<file path="src/rtl/slcg_pkg.sv">
package slcg_pkg;

    localparam int LCG_MOD = 714025;
    localparam int LCG_MUL = 1366;
    localparam int LCG_INC = 150889;

    localparam int TABLE_SIZE_DEF = 97;

    localparam int SEED_W   = 32;
    localparam int LCG_W    = 24;
    localparam int SAMPLE_W = 20;
    localparam int FRAC_W   = 24;

    // constant divider by LCG_MOD: quotient estimate from a scaled reciprocal
    localparam int DIV_IN_W  = SAMPLE_W + FRAC_W;
    localparam int DIV_LOW   = 14;
    localparam int DIV_SHIFT = 32;
    localparam int DIV_Q_W   = 24;
    localparam int DIV_R_W   = SAMPLE_W + 1;
    localparam longint unsigned RECIP = (64'd1 << (DIV_SHIFT + DIV_LOW)) / 64'(LCG_MOD);
    localparam int RECIP_W = $clog2(RECIP + 64'd1);

    typedef enum logic [1:0] {
        OP_SEED,
        OP_LCG,
        OP_SLOT,
        OP_FRAC
    } t_op;

    typedef enum logic [3:0] {
        ST_IDLE,
        ST_SEED,
        ST_RF_MOD_GO,
        ST_RF_MOD_WAIT,
        ST_RF_STEP_GO,
        ST_RF_STEP_WAIT,
        ST_SLOT_GO,
        ST_SLOT_WAIT,
        ST_READ,
        ST_LCG_WAIT,
        ST_FRAC_GO,
        ST_FRAC_WAIT,
        ST_PUSH
    } t_state;

    typedef struct packed {
        logic load_in;
        logic seed_apply;
        logic div_start;
        t_op  div_op;
        logic rf_init;
        logic rf_step;
        logic slot_load;
        logic tbl_read;
        logic draw_commit;
        logic frac_load;
        logic out_load;
    } t_dp_cmd;

    typedef struct packed {
        logic need_refill;
        logic div_done;
        logic rf_last;
    } t_dp_status;

endpackage

</file>
<file path="src/rtl/slcg_if.sv">
interface slcg_in_if import slcg_pkg::*; ();
    logic                     valid;
    logic                     ready;
    logic                     cmd;
    logic signed [SEED_W-1:0] seed_value;

    modport source (output valid, cmd, seed_value, input ready);
    modport sink (input valid, cmd, seed_value, output ready);
endinterface

interface slcg_out_if import slcg_pkg::*; ();
    logic                valid;
    logic                ready;
    logic [SAMPLE_W-1:0] sample;
    logic [FRAC_W-1:0]   fraction;
    logic [SAMPLE_W-1:0] next_state;
    logic                seed_adjusted;

    modport source (output valid, sample, fraction, next_state, seed_adjusted, input ready);
    modport sink (input valid, sample, fraction, next_state, seed_adjusted, output ready);
endinterface

</file>
<file path="src/rtl/slcg_ram.sv">
module slcg_ram #(
    parameter int WIDTH = 20,
    parameter int DEPTH = 97,
    localparam int AW = $clog2(DEPTH)
) (
    input  logic             i_clk,
    input  logic             i_we,
    input  logic [AW-1:0]    i_waddr,
    input  logic [WIDTH-1:0] i_wdata,
    input  logic             i_re,
    input  logic [AW-1:0]    i_raddr,
    output logic [WIDTH-1:0] o_rdata
);

    logic [WIDTH-1:0] r_mem [DEPTH];
    logic [WIDTH-1:0] r_rdata;

    always_ff @(posedge i_clk) begin
        if (i_we) begin
            r_mem[i_waddr] <= i_wdata;
        end
        if (i_re) begin
            r_rdata <= r_mem[i_raddr];
        end
    end

    assign o_rdata = r_rdata;

endmodule

</file>
<file path="src/rtl/slcg_divm.sv">
module slcg_divm import slcg_pkg::*; (
    input  logic                i_clk,
    input  logic                i_rst_n,
    input  logic                i_start,
    input  logic [DIV_IN_W-1:0] i_value,
    output logic                o_done,
    output logic [DIV_Q_W-1:0]  o_quot,
    output logic [SAMPLE_W-1:0] o_rem
);

    localparam logic [RECIP_W-1:0]  RECIP_C = RECIP_W'(RECIP);
    localparam logic [SAMPLE_W-1:0] MOD_C   = SAMPLE_W'(LCG_MOD);
    localparam int PROD_W = DIV_IN_W - DIV_LOW + RECIP_W;

    logic [3:0]          r_vld;
    logic [DIV_IN_W-1:0] r_v0;
    logic [DIV_IN_W-1:0] r_v1;
    logic [DIV_Q_W-1:0]  r_q1;
    logic [DIV_Q_W-1:0]  r_q2;
    logic [DIV_Q_W-1:0]  r_q3;
    logic [DIV_R_W-1:0]  r_r2;
    logic [SAMPLE_W-1:0] r_r3;

    logic [PROD_W-1:0]   w_prod;
    logic [DIV_IN_W-1:0] w_qm;
    logic [DIV_IN_W-1:0] w_diff;

    // estimate never exceeds the true quotient and is short by at most one
    assign w_prod = r_v0[DIV_IN_W-1:DIV_LOW] * RECIP_C;
    assign w_qm   = r_q1 * MOD_C;
    assign w_diff = r_v1 - w_qm;

    always_ff @(posedge i_clk) begin
        if (!i_rst_n) begin
            r_vld <= '0;
        end else begin
            r_vld <= {r_vld[2:0], i_start};
        end
    end

    always_ff @(posedge i_clk) begin
        if (i_start) begin
            r_v0 <= i_value;
        end
        r_q1 <= w_prod[DIV_SHIFT+DIV_Q_W-1:DIV_SHIFT];
        r_v1 <= r_v0;
        r_r2 <= w_diff[DIV_R_W-1:0];
        r_q2 <= r_q1;
        if (r_r2 >= DIV_R_W'(LCG_MOD)) begin
            r_r3 <= SAMPLE_W'(r_r2 - DIV_R_W'(LCG_MOD));
            r_q3 <= r_q2 + DIV_Q_W'(1);
        end else begin
            r_r3 <= r_r2[SAMPLE_W-1:0];
            r_q3 <= r_q2;
        end
    end

    assign o_done = r_vld[3];
    assign o_quot = r_q3;
    assign o_rem  = r_r3;

endmodule

</file>
<file path="src/rtl/slcg_datapath.sv">
module slcg_datapath import slcg_pkg::*; #(
    parameter int TABLE_SIZE = TABLE_SIZE_DEF
) (
    input  logic                     i_clk,
    input  logic                     i_rst_n,
    input  t_dp_cmd                  i_cmd,
    output t_dp_status               o_status,
    input  logic                     i_in_cmd,
    input  logic signed [SEED_W-1:0] i_seed_value,
    output logic [SAMPLE_W-1:0]      o_sample,
    output logic [FRAC_W-1:0]        o_fraction,
    output logic [SAMPLE_W-1:0]      o_next_state,
    output logic                     o_seed_adjusted
);

    localparam int ADDR_W = $clog2(TABLE_SIZE);
    localparam int CNT_W  = $clog2(TABLE_SIZE + 1);
    localparam int D_W    = LCG_W + 1;

    logic                r_cmd;
    logic [SEED_W-1:0]   r_seed;
    logic [LCG_W-1:0]    r_lcg;
    logic [SAMPLE_W-1:0] r_sv;
    logic                r_init;
    logic [D_W-1:0]      r_d;
    logic                r_adj;
    logic [CNT_W-1:0]    r_cnt;
    logic [ADDR_W-1:0]   r_slot;
    logic [SAMPLE_W-1:0] r_sample;
    logic [FRAC_W-1:0]   r_frac;
    logic [SAMPLE_W-1:0] r_o_sample;
    logic [FRAC_W-1:0]   r_o_frac;
    logic [SAMPLE_W-1:0] r_o_next;
    logic                r_o_adj;

    logic                w_neg;
    logic [SEED_W-1:0]   w_mag;
    logic [LCG_W-1:0]    w_red;
    logic                w_big;
    logic                w_seed_neg;
    logic [LCG_W-1:0]    w_abs;
    logic [D_W-1:0]      w_d;
    logic                w_last;
    logic [DIV_IN_W-1:0] w_div_in;
    logic [DIV_IN_W-1:0] w_lcg_v;
    logic                w_div_done;
    logic [DIV_Q_W-1:0]  w_q;
    logic [SAMPLE_W-1:0] w_r;
    logic                w_we;
    logic [ADDR_W-1:0]   w_waddr;
    logic [SAMPLE_W-1:0] w_rdata;

    // sign-keeping reduction of the seed modulo 2^24
    assign w_neg      = r_seed[SEED_W-1];
    assign w_mag      = w_neg ? (SEED_W'(0) - r_seed) : r_seed;
    assign w_red      = w_mag[LCG_W-1:0];
    assign w_big      = |w_mag[SEED_W-1:LCG_W];
    assign w_seed_neg = w_neg && (w_red != '0);
    assign w_abs      = r_cmd ? w_red : r_lcg;

    // |inc - seed|, reduced modulo LCG_MOD by the divider
    always_comb begin
        if (r_cmd && w_seed_neg) begin
            w_d = D_W'(w_abs) + D_W'(LCG_INC);
        end else if (w_abs > LCG_W'(LCG_INC)) begin
            w_d = D_W'(w_abs - LCG_W'(LCG_INC));
        end else begin
            w_d = D_W'(LCG_W'(LCG_INC) - w_abs);
        end
    end

    assign w_last  = (r_cnt == CNT_W'(TABLE_SIZE));
    assign w_lcg_v = DIV_IN_W'(r_lcg) * DIV_IN_W'(LCG_MUL) + DIV_IN_W'(LCG_INC);

    always_comb begin
        case (i_cmd.div_op)
            OP_SEED: w_div_in = DIV_IN_W'(r_d);
            OP_LCG:  w_div_in = w_lcg_v;
            OP_SLOT: w_div_in = DIV_IN_W'(r_sv) * DIV_IN_W'(TABLE_SIZE);
            OP_FRAC: w_div_in = DIV_IN_W'({r_sample, {FRAC_W{1'b0}}});
            default: w_div_in = '0;
        endcase
    end

    slcg_divm u_divm (
        .i_clk   (i_clk),
        .i_rst_n (i_rst_n),
        .i_start (i_cmd.div_start),
        .i_value (w_div_in),
        .o_done  (w_div_done),
        .o_quot  (w_q),
        .o_rem   (w_r)
    );

    assign w_we    = (i_cmd.rf_step && !w_last) || i_cmd.draw_commit;
    assign w_waddr = i_cmd.draw_commit ? r_slot : r_cnt[ADDR_W-1:0];

    slcg_ram #(
        .WIDTH (SAMPLE_W),
        .DEPTH (TABLE_SIZE)
    ) u_table (
        .i_clk   (i_clk),
        .i_we    (w_we),
        .i_waddr (w_waddr),
        .i_wdata (w_r),
        .i_re    (i_cmd.tbl_read),
        .i_raddr (r_slot),
        .o_rdata (w_rdata)
    );

    always_ff @(posedge i_clk) begin
        if (!i_rst_n) begin
            r_lcg  <= '0;
            r_sv   <= '0;
            r_init <= 1'b0;
        end else begin
            if (i_cmd.seed_apply && r_cmd && !w_seed_neg) begin
                r_lcg <= w_red;
            end
            if (i_cmd.rf_init || i_cmd.rf_step || i_cmd.draw_commit) begin
                r_lcg <= LCG_W'(w_r);
            end
            if (i_cmd.rf_step && w_last) begin
                r_sv   <= w_r;
                r_init <= 1'b1;
            end
            if (i_cmd.draw_commit) begin
                r_sv <= w_rdata;
            end
        end
    end

    always_ff @(posedge i_clk) begin
        if (i_cmd.load_in) begin
            r_cmd  <= i_in_cmd;
            r_seed <= i_seed_value;
        end
        if (i_cmd.seed_apply) begin
            r_d   <= w_d;
            r_adj <= r_cmd && w_big;
        end
        if (i_cmd.rf_init) begin
            r_cnt <= '0;
        end else if (i_cmd.rf_step && !w_last) begin
            r_cnt <= r_cnt + CNT_W'(1);
        end
        if (i_cmd.slot_load) begin
            if (w_q >= DIV_Q_W'(TABLE_SIZE)) begin
                r_slot <= ADDR_W'(TABLE_SIZE - 1);
            end else begin
                r_slot <= w_q[ADDR_W-1:0];
            end
        end
        if (i_cmd.draw_commit) begin
            r_sample <= w_rdata;
        end
        if (i_cmd.frac_load) begin
            r_frac <= w_q;
        end
        if (i_cmd.out_load) begin
            r_o_sample <= r_sample;
            r_o_frac   <= r_frac;
            r_o_next   <= r_lcg[SAMPLE_W-1:0];
            r_o_adj    <= r_adj;
        end
    end

    assign o_status.need_refill = (r_cmd && w_seed_neg) || !r_init;
    assign o_status.div_done    = w_div_done;
    assign o_status.rf_last     = w_last;

    assign o_sample        = r_o_sample;
    assign o_fraction      = r_o_frac;
    assign o_next_state    = r_o_next;
    assign o_seed_adjusted = r_o_adj;

endmodule

</file>
<file path="src/rtl/slcg_ctrl.sv">
module slcg_ctrl import slcg_pkg::*; (
    input  logic       i_clk,
    input  logic       i_rst_n,
    input  logic       i_in_valid,
    output logic       o_in_ready,
    output logic       o_out_valid,
    input  logic       i_out_ready,
    output t_dp_cmd    o_cmd,
    input  t_dp_status i_status
);

    t_state r_state;
    t_state n_state;
    logic   r_out_valid;
    logic   n_out_valid;
    logic   w_push;

    assign w_push = (r_state == ST_PUSH) && (!r_out_valid || i_out_ready);

    always_comb begin
        n_state = r_state;
        case (r_state)
            ST_IDLE: begin
                if (i_in_valid) n_state = ST_SEED;
            end
            ST_SEED: begin
                n_state = i_status.need_refill ? ST_RF_MOD_GO : ST_SLOT_GO;
            end
            ST_RF_MOD_GO: n_state = ST_RF_MOD_WAIT;
            ST_RF_MOD_WAIT: begin
                if (i_status.div_done) n_state = ST_RF_STEP_GO;
            end
            ST_RF_STEP_GO: n_state = ST_RF_STEP_WAIT;
            ST_RF_STEP_WAIT: begin
                if (i_status.div_done) begin
                    n_state = i_status.rf_last ? ST_SLOT_GO : ST_RF_STEP_GO;
                end
            end
            ST_SLOT_GO: n_state = ST_SLOT_WAIT;
            ST_SLOT_WAIT: begin
                if (i_status.div_done) n_state = ST_READ;
            end
            ST_READ: n_state = ST_LCG_WAIT;
            ST_LCG_WAIT: begin
                if (i_status.div_done) n_state = ST_FRAC_GO;
            end
            ST_FRAC_GO: n_state = ST_FRAC_WAIT;
            ST_FRAC_WAIT: begin
                if (i_status.div_done) n_state = ST_PUSH;
            end
            ST_PUSH: begin
                if (w_push) n_state = ST_IDLE;
            end
            default: n_state = ST_IDLE;
        endcase
    end

    always_comb begin
        o_cmd      = '0;
        o_in_ready = 1'b0;
        case (r_state)
            ST_IDLE: begin
                o_in_ready    = 1'b1;
                o_cmd.load_in = i_in_valid;
            end
            ST_SEED: o_cmd.seed_apply = 1'b1;
            ST_RF_MOD_GO: begin
                o_cmd.div_start = 1'b1;
                o_cmd.div_op    = OP_SEED;
            end
            ST_RF_MOD_WAIT: o_cmd.rf_init = i_status.div_done;
            ST_RF_STEP_GO: begin
                o_cmd.div_start = 1'b1;
                o_cmd.div_op    = OP_LCG;
            end
            ST_RF_STEP_WAIT: o_cmd.rf_step = i_status.div_done;
            ST_SLOT_GO: begin
                o_cmd.div_start = 1'b1;
                o_cmd.div_op    = OP_SLOT;
            end
            ST_SLOT_WAIT: o_cmd.slot_load = i_status.div_done;
            ST_READ: begin
                o_cmd.tbl_read  = 1'b1;
                o_cmd.div_start = 1'b1;
                o_cmd.div_op    = OP_LCG;
            end
            ST_LCG_WAIT: o_cmd.draw_commit = i_status.div_done;
            ST_FRAC_GO: begin
                o_cmd.div_start = 1'b1;
                o_cmd.div_op    = OP_FRAC;
            end
            ST_FRAC_WAIT: o_cmd.frac_load = i_status.div_done;
            ST_PUSH: o_cmd.out_load = w_push;
            default: o_cmd = '0;
        endcase
    end

    always_comb begin
        if (w_push) begin
            n_out_valid = 1'b1;
        end else if (i_out_ready) begin
            n_out_valid = 1'b0;
        end else begin
            n_out_valid = r_out_valid;
        end
    end

    always_ff @(posedge i_clk) begin
        if (!i_rst_n) begin
            r_state     <= ST_IDLE;
            r_out_valid <= 1'b0;
        end else begin
            r_state     <= n_state;
            r_out_valid <= n_out_valid;
        end
    end

    assign o_out_valid = r_out_valid;

endmodule

</file>
<file path="src/rtl/shuffled_lcg_random_generator.sv">
// Shuffled linear congruential generator, x' = (1366*x + 150889) mod 714025, behind a
// TABLE_SIZE-entry shuffle table. Each input beat gives one output beat: the drawn sample,
// its Q0.24 fraction of the modulus, the generator state after the draw and a flag that
// the seed was reduced modulo 2^24. cmd = 1 loads seed_value first; a negative reduced
// seed, or the first beat after reset, refills the table. One shared constant divider
// does every mod and quotient, one operation at a time: a plain draw runs three of them,
// and a refill adds TABLE_SIZE + 2 more. One beat is in work at a time; the finished
// output beat waits in its own register, so the next input beat is taken meanwhile.
module shuffled_lcg_random_generator import slcg_pkg::*; #(
    parameter int TABLE_SIZE = TABLE_SIZE_DEF
) (
    input  logic      i_clk,
    input  logic      i_rst_n,
    slcg_in_if.sink   i_in,
    slcg_out_if.source o_out
);

    t_dp_cmd    w_cmd;
    t_dp_status w_status;

    slcg_ctrl u_ctrl (
        .i_clk       (i_clk),
        .i_rst_n     (i_rst_n),
        .i_in_valid  (i_in.valid),
        .o_in_ready  (i_in.ready),
        .o_out_valid (o_out.valid),
        .i_out_ready (o_out.ready),
        .o_cmd       (w_cmd),
        .i_status    (w_status)
    );

    slcg_datapath #(
        .TABLE_SIZE (TABLE_SIZE)
    ) u_datapath (
        .i_clk           (i_clk),
        .i_rst_n         (i_rst_n),
        .i_cmd           (w_cmd),
        .o_status        (w_status),
        .i_in_cmd        (i_in.cmd),
        .i_seed_value    (i_in.seed_value),
        .o_sample        (o_out.sample),
        .o_fraction      (o_out.fraction),
        .o_next_state    (o_out.next_state),
        .o_seed_adjusted (o_out.seed_adjusted)
    );

endmodule

</file>
<file path="src/flat_wrapper.sv">
// flat-port wrapper written by rule: the top's interface ports become plain ports
module shuffled_lcg_random_generator_flat import slcg_pkg::*;
#(
    parameter int TABLE_SIZE = TABLE_SIZE_DEF
)
  (i_clk, i_rst_n, i_in_valid, i_in_cmd, i_in_seed_value, i_in_ready, o_out_valid, o_out_sample, o_out_fraction, o_out_next_state, o_out_seed_adjusted, o_out_ready);
  slcg_in_if i_in_i ();
  slcg_out_if o_out_i ();
  input  logic i_clk;
  input  logic i_rst_n;
  input wire logic [$bits(i_in_i.valid)-1:0] i_in_valid;
  input wire logic [$bits(i_in_i.cmd)-1:0] i_in_cmd;
  input wire logic [$bits(i_in_i.seed_value)-1:0] i_in_seed_value;
  output wire logic [$bits(i_in_i.ready)-1:0] i_in_ready;
  output wire logic [$bits(o_out_i.valid)-1:0] o_out_valid;
  output wire logic [$bits(o_out_i.sample)-1:0] o_out_sample;
  output wire logic [$bits(o_out_i.fraction)-1:0] o_out_fraction;
  output wire logic [$bits(o_out_i.next_state)-1:0] o_out_next_state;
  output wire logic [$bits(o_out_i.seed_adjusted)-1:0] o_out_seed_adjusted;
  input wire logic [$bits(o_out_i.ready)-1:0] o_out_ready;
  assign i_in_i.valid = i_in_valid;
  assign i_in_i.cmd = i_in_cmd;
  assign i_in_i.seed_value = i_in_seed_value;
  assign i_in_ready = i_in_i.ready;
  assign o_out_valid = o_out_i.valid;
  assign o_out_sample = o_out_i.sample;
  assign o_out_fraction = o_out_i.fraction;
  assign o_out_next_state = o_out_i.next_state;
  assign o_out_seed_adjusted = o_out_i.seed_adjusted;
  assign o_out_i.ready = o_out_ready;
  shuffled_lcg_random_generator #(.TABLE_SIZE(TABLE_SIZE)) u_core (.i_clk(i_clk), .i_rst_n(i_rst_n), .i_in(i_in_i), .o_out(o_out_i));
endmodule
</file>
<file path="config.mk">
export PLATFORM = sky130hd
export DESIGN_NAME = shuffled_lcg_random_generator_flat
export DESIGN_NICKNAME = d
export VERILOG_FILES = /design/src/rtl/slcg_pkg.sv /design/src/rtl/slcg_if.sv /design/src/rtl/slcg_ram.sv /design/src/rtl/slcg_divm.sv /design/src/rtl/slcg_datapath.sv /design/src/rtl/slcg_ctrl.sv /design/src/rtl/shuffled_lcg_random_generator.sv /design/src/flat_wrapper.sv
export SDC_FILE = /design/constraint.sdc
export NUM_CORES = 2
export LEC_CHECK = 0
export ABC_CLOCK_PERIOD_IN_PS = 8600
export BUFFER_PORTS_ARGS = -buffer_cell sky130_fd_sc_hd__buf_2
export CAP_MARGIN = 10
export CORE_UTILIZATION = 58
export CTS_CLUSTER_SIZE = 16
export DETAILED_ROUTE_END_ITERATION = 7
export PLACE_DENSITY_LB_ADDON = 0.2
export SYNTH_ARGS = -nofsm -noshare
export SYNTH_HDL_FRONTEND = slang
export SYNTH_SLANG_ARGS = --single-unit
export TNS_END_PERCENT = 10
</file>
<file path="constraint.sdc">
create_clock -name i_clk -period 8.6 [get_ports i_clk]
set_input_delay 2.15 -clock i_clk [delete_from_list [all_inputs] [get_ports i_clk]]
set_output_delay 2.15 -clock i_clk [all_outputs]
set_load 0.05 [all_outputs]
</file>
---- After elaboration in Yosys (flattened, before gate mapping) ----
Memory sizes are Yosys's and may differ from the RTL's. A register that Yosys moved wholly into a read port is not among the register bits.
Index checks and enable logic that the tools add are counted.
cells by class
  $add $sub $neg .......................... 9
  multipliers ............................. 4
  magnitude comparators ................... 3
  eq/ne operators ......................... 23
  mux-type cells .......................... 37
  bitwise logic cells ..................... 1
  reductions and logical operators ........ 27
operators by type and width
  kind                                                                                   count
  44-bit case mux with 4 select lines                                                    1
  20-bit two-way mux                                                                     5
  30-bit by 27-bit multiplier with 56-bit output, second input constant                  1
  4-bit case mux with 13 select lines                                                    1
  25-bit two-way mux                                                                     2
  24-bit two-way mux                                                                     2
  35-bit by 18-bit adder with 36-bit output, second input constant                       1
  24-bit by 10-bit multiplier with 34-bit output, second input constant                  1
  32-bit two-way mux                                                                     1
  1-bit by 32-bit subtractor with 32-bit output, first input constant                    1
  4-bit two-way mux                                                                      7
  20-bit by 7-bit multiplier with 27-bit output, second input constant                   1
  24-bit by 18-bit adder with 25-bit output, second input constant                       1
  18-bit by 24-bit subtractor with 25-bit output, first input constant                   1
  24-bit by 18-bit subtractor with 25-bit output, second input constant                  1
  24-bit by 1-bit adder with 24-bit output, second input constant                        1
  24-bit by 7-bit greater-or-equal comparator with 1-bit output, second input constant   1
  24-bit by 18-bit greater-than comparator with 1-bit output, second input constant      1
  24-bit by 20-bit multiplier with 21-bit output, second input constant                  1
  24-bit nonzero test                                                                    1
  21-bit by 20-bit greater-or-equal comparator with 1-bit output, second input constant  1
  21-bit subtractor                                                                      1
  4-bit equality test, second input constant                                             5
  20-bit subtractor, second input constant                                               1
  23 further kinds                                                                       64
word-level totals
  bits in registers ....................... 414
  memory bits (writable) .................. 1940
  logic and storage cells ................. 131
  memories kept ........................... 1
memories
  memory                           depth  width  rd ports  clocked after Yosys merged registers in  wr ports  line            RTL
  u_core.u_datapath.u_table.r_mem  97     20     1         1                                        1         slcg_ram.sv:15  logic [WIDTH-1:0] r_mem [DEPTH];

---- Longest topological paths before layout ----
  word-level depth ........................ 8
  depth in mapped cells ................... 25
  gate-level depth less buffers ........... 25

---- Cells and area by module ----
Synthesis repeated with hierarchy kept, for this count alone.
unflattened totals
  cell total of the unflattened synthesis .. 7304
  area total of the unflattened synthesis .. 117420.1 um^2
by module, submodules not included
  module         instances  cells each  area an instance (um^2)
  slcg_ram       1          3246        75064.5
  slcg_divm      1          1916        22171.3
  slcg_datapath  1          2080        19730.2
  slcg_ctrl      1          62          454.2

---- Worst setup path before layout ----
No wires, ideal clock.
  path kind ............................... input-to-reg
  start ................................... in o_out_ready
  end ..................................... reg u_core.u_datapath.r_o_frac[0] (netlist: u_core.u_datapath.o_fraction[0]), enable pin
  setup time .............................. 648 ps
  arrival time ............................ 8357 ps
  data required time ...................... 7952 ps
  slack ................................... -405 ps
  stages .................................. 2
  path buffers ............................ 0
  cell sequence ........................... nor2b_1 -> nor4_1
on the way
  cells in the longest elaborated chain, start to end .. 3
RTL lines
  what                  line                  RTL
  start, declared       flat_wrapper.sv:20    input wire logic [$bits(o_out_i.ready)-1:0] o_out_ready;
  1-bit logical OR      slcg_ctrl.sv:18       assign w_push = (r_state == ST_PUSH) && (!r_out_valid || i_out_ready);
  1-bit logical AND     slcg_ctrl.sv:18
  1-bit two-way mux     slcg_ctrl.sv:61       case (r_state)
  end signal, assigned  slcg_datapath.sv:162  r_o_frac <= r_frac;
  end, declared         slcg_datapath.sv:32   logic [FRAC_W-1:0] r_o_frac;
Every way passes these cells.
A chain may end at the register's enable or synchronous reset.

---- Final worst setup path ----
  start ................................... reg u_core.u_datapath.u_divm.r_v0[25]
  end ..................................... reg u_core.u_datapath.u_divm.r_q1[23]
on the way
  cells in the longest elaborated chain, start to end .. 1
RTL lines
  what                                            line             RTL
  start, declared                                 slcg_divm.sv:16  logic [DIV_IN_W-1:0] r_v0;
  start signal, assigned                          slcg_divm.sv:43  r_v0 <= i_value;
  30-bit by 27-bit multiplier with 56-bit output  slcg_divm.sv:29  assign w_prod = r_v0[DIV_IN_W-1:DIV_LOW] * RECIP_C;
  via u_core.u_datapath.u_divm.w_prod[55]         slcg_divm.sv:24  logic [PROD_W-1:0] w_prod;
  end signal, assigned                            slcg_divm.sv:45  r_q1 <= w_prod[DIV_SHIFT+DIV_Q_W-1:DIV_SHIFT];
  end, declared                                   slcg_divm.sv:18  logic [DIV_Q_W-1:0] r_q1;
The timed path passes the listed nets, and every way through them passes these cells.

==> impl_metrics.tcl <==
set metrics [dict create \
    crit_path_end_kind "flop" \
    fin_crit_sh_pct 88.22 \
    cts.sinks 2374 \
    hold_class "flop to flop" \
    worst-path-buf-inv 4 \
    critPathTopFamily "adder cells" \
    synthArstFlopShare_pct 0 \
    cts_root_buf "clkbuf_16" \
    critPathKind "flop to flop" \
    dieArea_mm2 0.2040 \
    cts_buffer_depth 3 \
    holdPathStages 0 \
    maxSlewHeadroom_pct 16.15 \
    ys_warn_count 0 \
    drc 0 \
    io_buffers 103 \
    grt_overflow 0 \
    rrSetupSlack_ns 1.01 \
    syn_area_per_cell_um2 16.65 \
    max_cap_violations 0 \
    ant_nets 0 \
    worstPathRequired_ns 9.41 \
    fin_setup_tns_ns 0 \
    initial_core_util_pct 58.55 \
    place_congestion 0.9335 \
    setup_violations 0 \
    postRouteWirelength_mm 290.1 \
    die_w_um 451.6 \
    tightest_slew_ns 1.258 \
    htreeDepth 4 \
    core_mm2 0.2003 \
    drive_above_1_share_pct 19.27 \
    crit_top_cell "fa_1" \
    cp_max_fo 10 \
    ctsResizeCount 0 \
    cp.depth 23 \
    numCtsBuffers 230 \
    gr-usage-all-layers_pct 28.81 \
    hold_viol 0 \
    reg2reg_depth 23 \
    routedWlPerCell_um 28.59 \
    synth-edff-count 2179 \
    grt_pass1_vias 64610 \
    slew_viol_final 0 \
    max_freq_mhz 131.8 \
    grt_max_degree 144 \
    synth_area_mm2 0.1173 \
    ys_seq_area_share_pct 59.13 \
    synthCells 7044 \
    first_pass_iters 8 \
    io_pins 104 \
    fillerInstances 13840 \
    drt_iter0_markers 6548 \
    ys_ff_latch 2374 \
    hold_buffers 0 \
    die_y_um 451.6 \
    clk_latency_ns 0.89 \
    cts_tree "yes" \
    syn_nets 8201 \
    status "finished clean" \
    grt_pass1_wl_mm 426.6 \
    rsz0062_at_grt "no" \
    finalClockSkew_ns 0.03298 \
    crit_path_start_kind "flop" \
    yosysUniqueCellTypes 110 \
    clk_pin_slew_worst_paths_ns 0.06 \
    dpl.hpwl_mm 191.3 \
    via_per_inst 6.209 \
    nets 8448 \
    syn_to_final_growth_pct 10.35 \
    period_needed_ns 7.587 \
    num_vias 63010 \
    worst_path_max_delay_cell "fa_1" \
    crit_arrival_ns 8.40 \
    crit_chain "fa_1 > inv_1 > fa_1 > inv_1 > fa_1 > fa_1 > fa_1 > inv_1 > fa_1 > inv_1 > fa_1 > ha_1 > a2111oi_0 > o21ai_0 > nor4_1 > a21o_1 > a211o_1 > a211oi_1 > o311a_1 > o211ai_1 > a21oi_1 > or3_1 > nand3_1" \
    cts_setup_buffers 0 \
    final_common_cell "edfxtp_1" \
    layout_common_cells "edfxtp_1, inv_1, mux4_2" \
    num_rows 164 \
    critPathMaxStageDelay_ns 0.65 \
    antenna_found_initial 20 \
    synth_ff_type "edfxtp_1" \
]
## final timing paths
check | to | startpoint
hold reg to reg | u_core.u_datapath.u_divm.r_q2[23] | u_core.u_datapath.u_divm.r_q1[23]
setup / recovery | u_core.u_datapath.u_divm.r_q1[23] | u_core.u_datapath.u_divm.r_v0[25]
setup reg to reg | u_core.u_datapath.u_divm.r_q1[23] | u_core.u_datapath.u_divm.r_v0[25]
hold / removal | u_core.u_datapath.u_divm.r_q2[23] | u_core.u_datapath.u_divm.r_q1[23]
## logic make-up (layout without fill, tap and decap cells)
| kind of cell | Yosys count | in the layout | synth area share (%) |
|---|---|---|---|
| AND/OR/NAND/NOR | 900 | 900 | 3.915 |
| XOR/XNOR | 214 | 214 | 1.605 |
| buffers and inverters | 1117 | 1561 | 3.634 |
| adder cells (fa/ha/maj) | 1120 | 1120 | 15.34 |
| multiplexers | 702 | 702 | 12.64 |
| AO/OA/AOI/OAI | 617 | 617 | 3.737 |
| flip-flops | 2374 | 2374 | 59.13 |
| other | 0 | 3 | 0 |
## area by class of cell
cell class / instances / area (um2) / area share (%)
Multi-Input combinational cell: 3553 / 44120 / 34.10
Inverter: 881 / 3307 / 2.556
Clock buffer: 282 / 6061 / 4.684
Sequential cell: 2374 / 69410 / 53.64
Antenna cell: 3 / 7.507 / 0.005802
Tap cell: 2656 / 3323 / 2.568
Timing Repair Buffer: 251 / 1714 / 1.325
Clock inverter: 147 / 1450 / 1.121
## state kept, by name (all words and copies together), names as in the netlist, 21 cells and up
signal	cells
u_core.u_datapath.u_table.r_mem	1940
u_core.u_datapath.u_divm.r_v0	44
u_core.u_datapath.r_seed	32
u_core.u_datapath.r_d	25
u_core.u_datapath.o_fraction	24
u_core.u_datapath.r_frac	24
u_core.u_datapath.r_lcg	24
u_core.u_datapath.u_divm.o_quot	24
u_core.u_datapath.u_divm.r_q1	24
u_core.u_datapath.u_divm.r_q2	24
u_core.u_datapath.u_divm.r_r2	21
u_core.u_datapath.u_divm.r_v1	21
## routing by layer
metal	GRT usage (%)	routed length, um	vias up
met2	47.08	143500	2644
met1	39.87	114800	32920
met4	10.82	11460	6
li1	-	-	27010
met3	3.963	20320	433
met5	0	39	-
## metrics by stage
step                setup WS (ns)  area (um2)  std cells  util [%]  hold slack, ns
floorplan                   1.901      117300       7044         -          0.3096
global placement            1.124      121900       9715     60.86          0.3160
detailed placement          1.044      121900       9715     60.86          0.3121
CTS                        0.9921      129400      10140     64.61          0.3250
global route               0.6150      129400      10140     64.61          0.3199
finish                      1.013      129400      10150     64.61          0.3253
## cell usage after synthesis (21+ instances only)
library cell	count	area (um2)
a211oi_1	33	247.7
a21o_1	40	300.3
a21oi_1	109	545.5
a22oi_1	26	195.2
a31oi_1	21	131.4
and2_1	33	206.5
and3_1	34	212.7
buf_1	78	292.8
clkbuf_1	140	525.5
dfxtp_1	195	3904
edfxtp_1	2179	65430
fa_1	529	10590
ha_1	591	7395
inv_1	881	3307
mux2_2	28	315.3
mux2i_1	53	530.5
mux4_2	620	13960
nand2_1	211	792.0
nand2b_1	28	175.2
nand3_1	58	290.3
nand4_1	30	187.7
nor2_1	250	938.4
nor2b_1	37	231.5
nor3_1	60	300.3
nor4_1	28	175.2
o211a_1	21	210.2
o211ai_1	25	187.7
o21a_1	26	195.2
o21ai_0	141	705.7
or3_1	26	162.7
xnor2_1	157	1375
xor2_1	56	490.5
Power is not shown: default switching activity piles up to over one toggle a cycle in this logic, so the estimate is an artifact.
